**src/rtl/cms_pkg.sv**
```systemverilog
// Package: types, constants and hash seeds for the count-min frequency sketch.
package cms_pkg;

	localparam int TABLE_DEPTH = 4096;
	localparam int IDX_W       = $clog2(TABLE_DEPTH);
	localparam int NUM_HASHES  = 6;
	localparam int CTR_W       = 8;

	localparam logic [31:0] RS_STEP       = 32'd378551;
	localparam logic [31:0] RS_START_MULT = 32'd63689;
	localparam logic [31:0] JS_SEED       = 32'd1315423911;
	localparam logic [31:0] BKDR_SEED     = 32'd131;
	localparam logic [31:0] DJB_SEED      = 32'd5381;

	localparam logic [1:0] CMD_INC   = 2'd0;
	localparam logic [1:0] CMD_QUERY = 2'd1;
	localparam logic [1:0] CMD_DEC   = 2'd2;

	localparam logic REG_COUNT_LIMIT     = 1'b0;
	localparam logic REG_ADMIT_THRESHOLD = 1'b1;

	localparam logic [CTR_W-1:0] COUNT_LIMIT_RST = 8'd255;
	localparam logic [CTR_W-1:0] ADMIT_THR_RST   = 8'd1;

	typedef struct packed {
		logic [1:0] cmd;
		logic [7:0] key_byte;
		logic       last_byte;
	} in_item_t;

	typedef struct packed {
		logic [7:0] estimate;
		logic       admit;
	} out_item_t;

	typedef struct packed {
		logic clr;
		logic fold;
		logic rd;
		logic cmp;
		logic wr;
	} dp_cmd_t;

	typedef struct packed {
		logic clr_done;
	} dp_status_t;

endpackage

```
**src/rtl/cms_ctrl.sv**
```systemverilog
// Controller: clearing pass, byte intake, table read, minimum and update sequencing.
module cms_ctrl (
	input  logic                clk,
	input  logic                arst_n,
	input  logic                in_valid,
	input  logic                last_byte,
	output logic                in_stall,
	output logic                out_valid,
	input  logic                out_stall,
	input  cms_pkg::dp_status_t status,
	output cms_pkg::dp_cmd_t    cmd
);

	localparam logic [2:0] S_CLEAR = 3'd0;
	localparam logic [2:0] S_IDLE  = 3'd1;
	localparam logic [2:0] S_READ  = 3'd2;
	localparam logic [2:0] S_MIN   = 3'd3;
	localparam logic [2:0] S_WRITE = 3'd4;

	logic [2:0] state_q;
	logic [2:0] state_d;
	logic       out_valid_q;
	logic       out_free;

	assign out_free  = !out_valid_q || !out_stall;
	assign in_stall  = (state_q != S_IDLE);
	assign out_valid = out_valid_q;

	always_comb begin
		state_d  = state_q;
		cmd      = '0;
		case (state_q)
			S_CLEAR: begin
				cmd.clr = 1'b1;
				if (status.clr_done) begin
					state_d = S_IDLE;
				end
			end
			S_IDLE: begin
				cmd.fold = in_valid;
				if (in_valid && last_byte) begin
					state_d = S_READ;
				end
			end
			S_READ: begin
				cmd.rd  = 1'b1;
				state_d = S_MIN;
			end
			S_MIN: begin
				cmd.cmp = 1'b1;
				state_d = S_WRITE;
			end
			S_WRITE: begin
				if (out_free) begin
					cmd.wr  = 1'b1;
					state_d = S_IDLE;
				end
			end
			default: begin
				state_d = S_IDLE;
			end
		endcase
	end

	always_ff @(posedge clk or negedge arst_n) begin
		if (!arst_n) begin
			state_q     <= S_CLEAR;
			out_valid_q <= 1'b0;
		end else begin
			state_q <= state_d;
			if (cmd.wr) begin
				out_valid_q <= 1'b1;
			end else if (out_valid_q && !out_stall) begin
				out_valid_q <= 1'b0;
			end
		end
	end

endmodule

```
**config.mk**
```make
export PLATFORM = sky130hd
export DESIGN_NAME = cms_ctrl
export DESIGN_NICKNAME = d
export VERILOG_FILES = /design/src/rtl/cms_pkg.sv /design/src/rtl/cms_ctrl.sv
export SDC_FILE = /design/constraint.sdc
export NUM_CORES = 1
export LEC_CHECK = 0
export BUFFER_PORTS_ARGS = -buffer_cell sky130_fd_sc_hd__buf_2
export CAP_MARGIN = 30
export CORE_AREA = 4 4 41 43
export DETAILED_ROUTE_END_ITERATION = 8
export DIE_AREA = 0 0 45 47
export HOLD_SLACK_MARGIN = 0.05
export PLACE_DENSITY = 0.39
export SYNTH_ARGS = -nofsm -noshare
export SYNTH_HDL_FRONTEND = slang
export SYNTH_SLANG_ARGS = --single-unit
```
**constraint.sdc**
```tcl
create_clock -name clk -period 1.1 [get_ports clk]
set_input_delay 0.055 -clock clk [delete_from_list [all_inputs] [get_ports clk]]
set_output_delay 0.055 -clock clk [all_outputs]
set_load 0.1 [all_outputs]
```
Yosys cells after proc, flatten, opt, wreduce, memory -nomap -nowiden
Index checks and enable logic that the tools add are counted.
W data, S select, Z words.
{"block": "totals", "inputBits": 6, "out_inout_bits": 7, "wordCells": 30, "regBits": 4}
{"block": "classes", "n_reduce_logical": 8, "n_eq_ne": 8, "muxes": 12}
{"op": "$pmux W3 S5", "n": 1}
{"op": "$mux W3", "n": 3}
{"op": "$mux W1", "n": 8}
{"op": "$eq A3 B2 Y1 const B", "n": 2}
{"op": "$ne A2 B2 Y1 const B", "n": 3}
{"op": "$eq A3 B1 Y1 const B", "n": 1}
{"op": "$eq A3 B3 Y1 const B", "n": 1}
{"op": "$logic_not A3 Y1", "n": 1}
{"op": "$ne A3 B1 Y1 const B", "n": 1}
{"op": "$reduce_and A3 Y1", "n": 1}
{"op": "$logic_and A1 B1 Y1", "n": 2}
{"op": "$logic_not A1 Y1", "n": 2}
{"op": "$reduce_bool A2 Y1", "n": 1}
{"op": "$logic_or A1 B1 Y1", "n": 1}

Logic depth before layout (Yosys ltp)
Gate-level depths: netlist (run 1).
{"block": "logic_depth", "ltp_word": 5, "ltp_mapped": 4, "ltp_nobuf": 3}

Least setup slack after synthesis (run 1)
No wires, ideal clock.
{"block": "synth_path", "path_kind": "register to output", "startpoint": "reg state_q[2]", "endpoint": "out cmd[4] (netlist bit)", "t_arrival_ps": 2520, "setup_slack_ps": -1475, "required_time_ps": 1045, "path_buffers": 1, "path_stages_with_launch": 3, "cell_sequence": "dfrtp_1 -> buf_4 -> nor3_1"}
{"item": "start: declaration", "line_no": "cms_ctrl.sv:20", "source": "logic [2:0] state_q;"}
{"item": "start signal: assignment", "line_no": "cms_ctrl.sv:70", "source": "state_q <= state_d;"}
{"item": "end: declaration", "line_no": "cms_ctrl.sv:11", "source": "output cms_pkg::dp_cmd_t cmd"}

==> results.py, run 1 <==
metrics = {
    "status": {
        "status": "finished with violations",
        "violations": "negative setup slack",
    },
    "synth": {
        "synth_top_area_cell": "dfrtp_1",
        "synth_seq_area_share_pct": 43.72,
        "syn-instance-count": 26,
        "synth.net_count": 32,
        "async_flop_share_pct": 100.0,
        "netlist_top_cells_count": "4 x dfrtp_1, 3 x a21oi_1, 3 x nand2_1, 3 x nor2_1, 2 x buf_4",
        "synth_edf_count": 0,
        "yosysUniqueCellTypes": 16,
        "yosysTopAreaCellShare_pct": 43.72,
        "netlist_area_um2": 229.0,
        "syn_avg_cell_area_um2": 8.807,
        "ys_seq_elements": 4,
        "yosys_warnings": 0,
        "ys_top_cells_by_area": "dfrtp_1 44%, a21oi_1 6.6%, buf_4 6.6%",
        "synthMostInstantiatedCell": "dfrtp_1",
        "ys.flop_type": "dfrtp_1",
    },
    "critical_path": {
        "slowest_delay_ns": 0.41,
        "critPathTopFamily": "simple AND/OR/NAND/NOR gates",
        "critical_path_class": "reg -> out",
        "worstPathRequired_ns": 1.04,
        "arrival_ns": 1.32,
        "path_cells": "or3b_4 -> nor2_4 -> buf_12",
        "cp-end-kind": "output port",
        "start_kind": "flop",
        "path_buf_inv": 1,
        "crit_path_max_fanout": 3,
        "cp_slowest_cell": "or3b_4",
    },
    "cts": {
        "ctsLongestPathBuffers": 2,
        "cts_sinks": 4,
        "clock_latency_ns": 0.24,
        "htreeDepth": 1,
        "cts_made_buffers": 3,
        "path_clk_slew_ns": 0.04,
        "clockRootBuffer": "clkbuf_4",
        "cts_tree": "built",
    },
    "timing": {
        "clock_skew_ns": 0.005219,
        "finalHoldViolCount": 0,
        "rsz0062_at_grt": "true",
        "layout_min_cycle_time_ns": 1.372,
        "fmax_ghz": 0.7288,
        "layout_setup_ws_ns": -0.2722,
        "final-max-slew-violation-count": 0,
        "worstMarginPinSlew_ns": 0.2784,
        "setup_viol": 8,
        "slew_headroom_pct": 81.60,
        "fin_crit_sh_pct": 124.7,
    },
    "route": {
        "drt-wirelength-per-cell_um": 11.59,
        "dr.pass1.iters": 2,
        "vias": 259,
        "drtIter0Drc": 2,
        "drc_errors": 0,
        "wl_um": 730,
        "vias_per_cell": 4.111,
        "ant_nets": 0,
    },
    "die": {
        "die_w_um": 45,
        "top_level_ports": 13,
        "dieArea_mm2": 0.002115,
        "core_area_mm2": 0.001301,
        "die_y_um": 47,
        "rows": 13,
        "start_util_pct": 17.60,
    },
    "cells_and_area": {
        "syn_to_final_growth_pct": 128.4,
        "multi_input_area_um2": 155.1,
        "nets": 55,
        "stdcell_area_um2": 523.0,
        "final_layout_size_suffix_gt1_share_pct": 62.50,
        "regArea_um2": 103.9,
        "num_antenna_cells": 0,
        "nFillCells": 136,
    },
    "placement": {
        "place.gp.congestion": 0.7374,
        "io_buffer_count": 12,
        "dp_hpwl_um": 562.3,
        "post_dp_cell_area_um2": 464.2,
    },
    "global_routing": {
        "grt_usage_pct": 9.040,
        "grt_max_degree": 9,
        "antenna_found_initial": 0,
        "grt_pass1_vias": 302,
        "overflow": 0,
        "grt_pass1_wl_um": 1262,
    },
    "run": {
        "timing.max_cap.violations": 0,
    },
    "hold_path": {
        "hold_path.class": "in -> reg",
    },
}
## worst paths after layout
path | start | end | slack, ns | depth (start not counted)
setup / recovery | state_q[0] | cmd[3] | -0.27 | 3
hold / removal | last_byte | state_q[1] | 0.12 | 3
setup reg to reg | state_q[1] | state_q[2] | -0.08 | 6
hold reg to reg | state_q[2] | state_q[1] | 0.63 | 2
max in group asynchronous | arst_n | out_valid | 0.81 | 2
min in group asynchronous | arst_n | out_valid | 0.15 | 2
## cell usage in the layout, fill, tap and decap left out, types with 2 or more instances in the layout
master,synthesis,final
dfrtp_1,4,3
buf_2,0,5
a21oi_1,3,2
nor2_1,3,2
clkbuf_4,0,3
buf_12,0,6
buf_4,2,8
nand2_1,3,3
nor2_4,0,2
## flip-flops by register name, summed over array words and instances (netlist names)
signal / cells
state_q: 3
out_valid: 1
## what timing repair did
item / CTS / global route
endpoints found under the hold margin: 4 / 0
setup endpoints to repair: 6 / 9
hold buffers: 1 / 0
buffers inserted: 1 / 0
gates resized for setup: 3 / 0
pin swaps: 3 / 2
## logic make-up after synthesis
| logic type | share of synthesized area, % |
|---|---|
| AND/OR/NAND/NOR | 31.69 |
| AO/OA/AOI/OAI | 16.39 |
| flip-flops | 43.72 |
| buffers and inverters | 8.193 |
## per-stage QoR
step                      std cells   TNS, ns  utilization (%)  setup slack [ns]  hold WS (ns)
after floorplan                  26    -1.316                -           -0.5295       -0.2406
after global placement           57  -0.07591            35.67          -0.03838       -0.1291
after detailed placement         57  -0.09118            35.67          -0.04925       -0.1329
after CTS                        63    -1.434            40.19           -0.2802       0.09535
after global routing             63    -1.836            40.19           -0.3243        0.1247
final                            63    -1.403            40.19           -0.2722        0.1181
## final cells by class
type                            count  share of cell area, %
Inverter                            1                 0.7177
Timing Repair Buffer               20                  41.15
Sequential cell                     4                  19.86
Multi-Input combinational cell     19                  29.67
Tap cell                           15                  3.589
Clock buffer                        4                  5.024
## routing by layer
metal  track usage [%]  vias to the layer above  part of all wire (%)
met4             12.28                        0                     0
met3             2.682                        0                   3.6
li1                  -                      135                     -
met5                 0                        -                     0
met1             10.11                      119                    45
met2             11.86                        5                    52
## worst min-delay path, stage by stage
cell      delay [ns]
buf_2           0.10
nand4b_1        0.09
a21oi_1         0.06
Power of run 1 is not shown: default switching activity piles up to over one toggle a cycle in this logic, so the estimate is an artifact.
==> inputs of run 2 (changes only) <==
Settings changed: ABC_AREA set to 1, PLACE_DENSITY 0.39 to 0.4.
==> run 2 against run 1 <==
Compared with the run above:
- the flow still finishes with violations (negative setup slack)
- maximum frequency rose by 9.9%
- clock skew shrank 0.0038 ns
- synthesized cell count grew 38%
- area after synthesis rose by 6.0%
- clock-buffer cell count fell by 1
- routed wire length is 4.9% lower
- core utilization is 5.8 points higher
- worst setup slack better by 0.12 ns
- flip-flop and latch count did not move
==> results.py, run 2 <==
metrics = {
    "placement": {
        "place.gp.congestion": 0.7552,
        "io_buffer_count": 12,
        "dp_hpwl_um": 528.4,
        "post_dp_cell_area_um2": 493.0,
        "place_ws_ns": 0.01362,
    },
    "die": {
        "rows": 13,
        "die_w_um": 45,
        "dieArea_mm2": 0.002115,
        "core_area_mm2": 0.001301,
        "start_util_pct": 18.65,
        "die_y_um": 47,
        "top_level_ports": 13,
    },
    "synth": {
        "synth_seq_area_share_pct": 41.24,
        "async_flop_share_pct": 100.0,
        "netlist_area_um2": 242.7,
        "syn-instance-count": 36,
        "yosysTopAreaCellShare_pct": 41.24,
        "yosysUniqueCellTypes": 11,
        "ys_top_cells_by_area": "dfrtp_1 41%, inv_1 12%, nor2_1 12%",
        "yosys_warnings": 0,
        "ys_seq_elements": 4,
        "synth.net_count": 42,
        "synth_edf_count": 0,
        "ys.flop_type": "dfrtp_1",
        "netlist_top_cells_count": "8 x inv_1, 8 x nor2_1, 6 x nand2_1, 4 x dfrtp_1, 4 x nand3_1",
        "synth_top_area_cell": "dfrtp_1",
        "syn_avg_cell_area_um2": 6.743,
    },
    "timing": {
        "setup_viol": 6,
        "final-max-slew-violation-count": 0,
        "layout_setup_ws_ns": -0.1482,
        "layout_min_cycle_time_ns": 1.248,
        "clock_skew_ns": 0.001390,
        "setup_tns_ns": -0.6335,
        "rsz0062_at_grt": "true",
        "slew_headroom_pct": 88.72,
        "fmax_ghz": 0.8011,
        "worstMarginPinSlew_ns": 0.1686,
        "fin_crit_sh_pct": 113.5,
        "finalHoldViolCount": 0,
    },
    "cells_and_area": {
        "num_antenna_cells": 0,
        "nets": 66,
        "nFillCells": 136,
        "layout_commonest_cell": "buf_12",
        "largest_reg_flops": 3,
        "layout_common_cells": "7 x buf_12, 5 x nor2_4, 5 x buf_2",
        "regArea_um2": 106.4,
        "stdcell_area_um2": 598.1,
        "syn_to_final_growth_pct": 146.4,
        "multi_input_area_um2": 177.7,
        "largest-register": "state_q",
        "final_layout_size_suffix_gt1_share_pct": 72.41,
    },
    "route": {
        "vias_per_cell": 4.192,
        "wl_um": 694,
        "vias": 306,
        "drc_errors": 0,
        "drt-wirelength-per-cell_um": 9.507,
        "dr.pass1.iters": 4,
        "ant_nets": 0,
        "drtIter0Drc": 6,
    },
    "critical_path": {
        "r2r_cells": 5,
        "reg2reg_to": "state_q[0]",
        "cp-startpoint": "state_q[0]",
        "worstPathRequired_ns": 1.04,
        "start_kind": "flop",
        "arrival_ns": 1.19,
        "path_cells": "buf_6 -> nor3_4 -> buf_12",
        "crit_path_max_fanout": 3,
        "crit_path_end": "cmd[4]",
        "slowest_delay_ns": 0.43,
        "cp_slowest_cell": "dfrtp_2",
        "r2r-start": "state_q[0]",
        "cp-end-kind": "output port",
        "rrSetupSlack_ns": 0.04,
        "critical_path_class": "reg -> out",
    },
    "cts": {
        "cts_sinks": 4,
        "path_clk_slew_ns": 0.04,
        "htreeDepth": 1,
        "clock_latency_ns": 0.23,
        "cts_tree": "built",
        "clockRootBuffer": "clkbuf_4",
        "ctsLongestPathBuffers": 2,
        "cts_made_buffers": 3,
    },
    "global_routing": {
        "overflow": 0,
        "grt_max_degree": 5,
        "grt_pass1_wl_um": 1235,
        "grt_pass1_vias": 288,
        "grt_usage_pct": 8.247,
        "antenna_found_initial": 0,
    },
    "status": {
        "violations": "negative setup slack",
        "status": "finished with violations",
    },
    "hold_path": {
        "hold_path.class": "in -> reg",
    },
    "run": {
        "timing.max_cap.violations": 0,
    },
}
## run 2: cell count changes after synthesis, moves of 3 or more
cell / delta
a21oi_1: -3
inv_1: +7
nand2_1: +3
nand3_1: +3
nor2_1: +5
## run 2: layout make-up
class / count / area share, %
inverters: 8 / 5.021
repair buffers: 20 / 40.59
flip-flops and latches: 4 / 17.78
multi-input cells: 23 / 29.71
clock buffers: 3 / 3.766
well taps: 15 / 3.138
## run 2: logic make-up (layout without fill, tap and decap cells)
kind of cell           Yosys count  count (layout)  share of synthesized area, %
and+or+nand+nor                 20              20                         36.08
buffers and inverters            9              31                         15.47
DFF                              4               4                         41.24
AOI/OAI and AO/OA                3               3                         7.214
## run 2: worst min path at each step
stage / start / endpoint / slack, ns / depth (start not counted)
after floorplan: arst_n / state_q[0] / -0.24 / 0
after global placement: arst_n / out_valid / -0.13 / 1
after detailed placement: arst_n / out_valid / -0.14 / 1
after CTS: out_stall / out_valid / 0.06 / 3
after global routing: out_stall / out_valid / 0.08 / 3
final: out_stall / out_valid / 0.06 / 3
## run 2: metal layers
layer	GRT usage (%)	vias up	wire length, um
met5	0	-	0
met2	12.99	10	364
met4	7.018	0	0
met1	9.195	143	280
met3	2.299	0	50
li1	-	153	-
## run 2: stage by stage
step	utilization (%)	hold slack (ns)	instances
2_1_floorplan	-	-0.2406	36
3_3_place_gp	37.88	-0.1348	66
3_5_place_dp	37.88	-0.1353	66
4_1_cts	44.42	0.05621	72
5_1_grt	45.96	0.07858	73
6_report	45.96	0.06459	73
## run 2: worst max-delay path: cells and delay by family (launching register included)
kind	cells	cell delay, ns
buffers and inverters	2	0.33
flip-flops	1	0.43
AND/OR/NAND/NOR	1	0.20
## run 2: repair_timing
item / 4_1_cts / 5_1_grt
setup endpoints to repair: 6 / 8
pin swaps: 6 / 1
resized for setup: 12 / 4
hold buffers: 1 / 0
setup buffers: 2 / 1
endpoints found under the hold margin: 4 / 0
Power of run 2 is left out for the same reason.
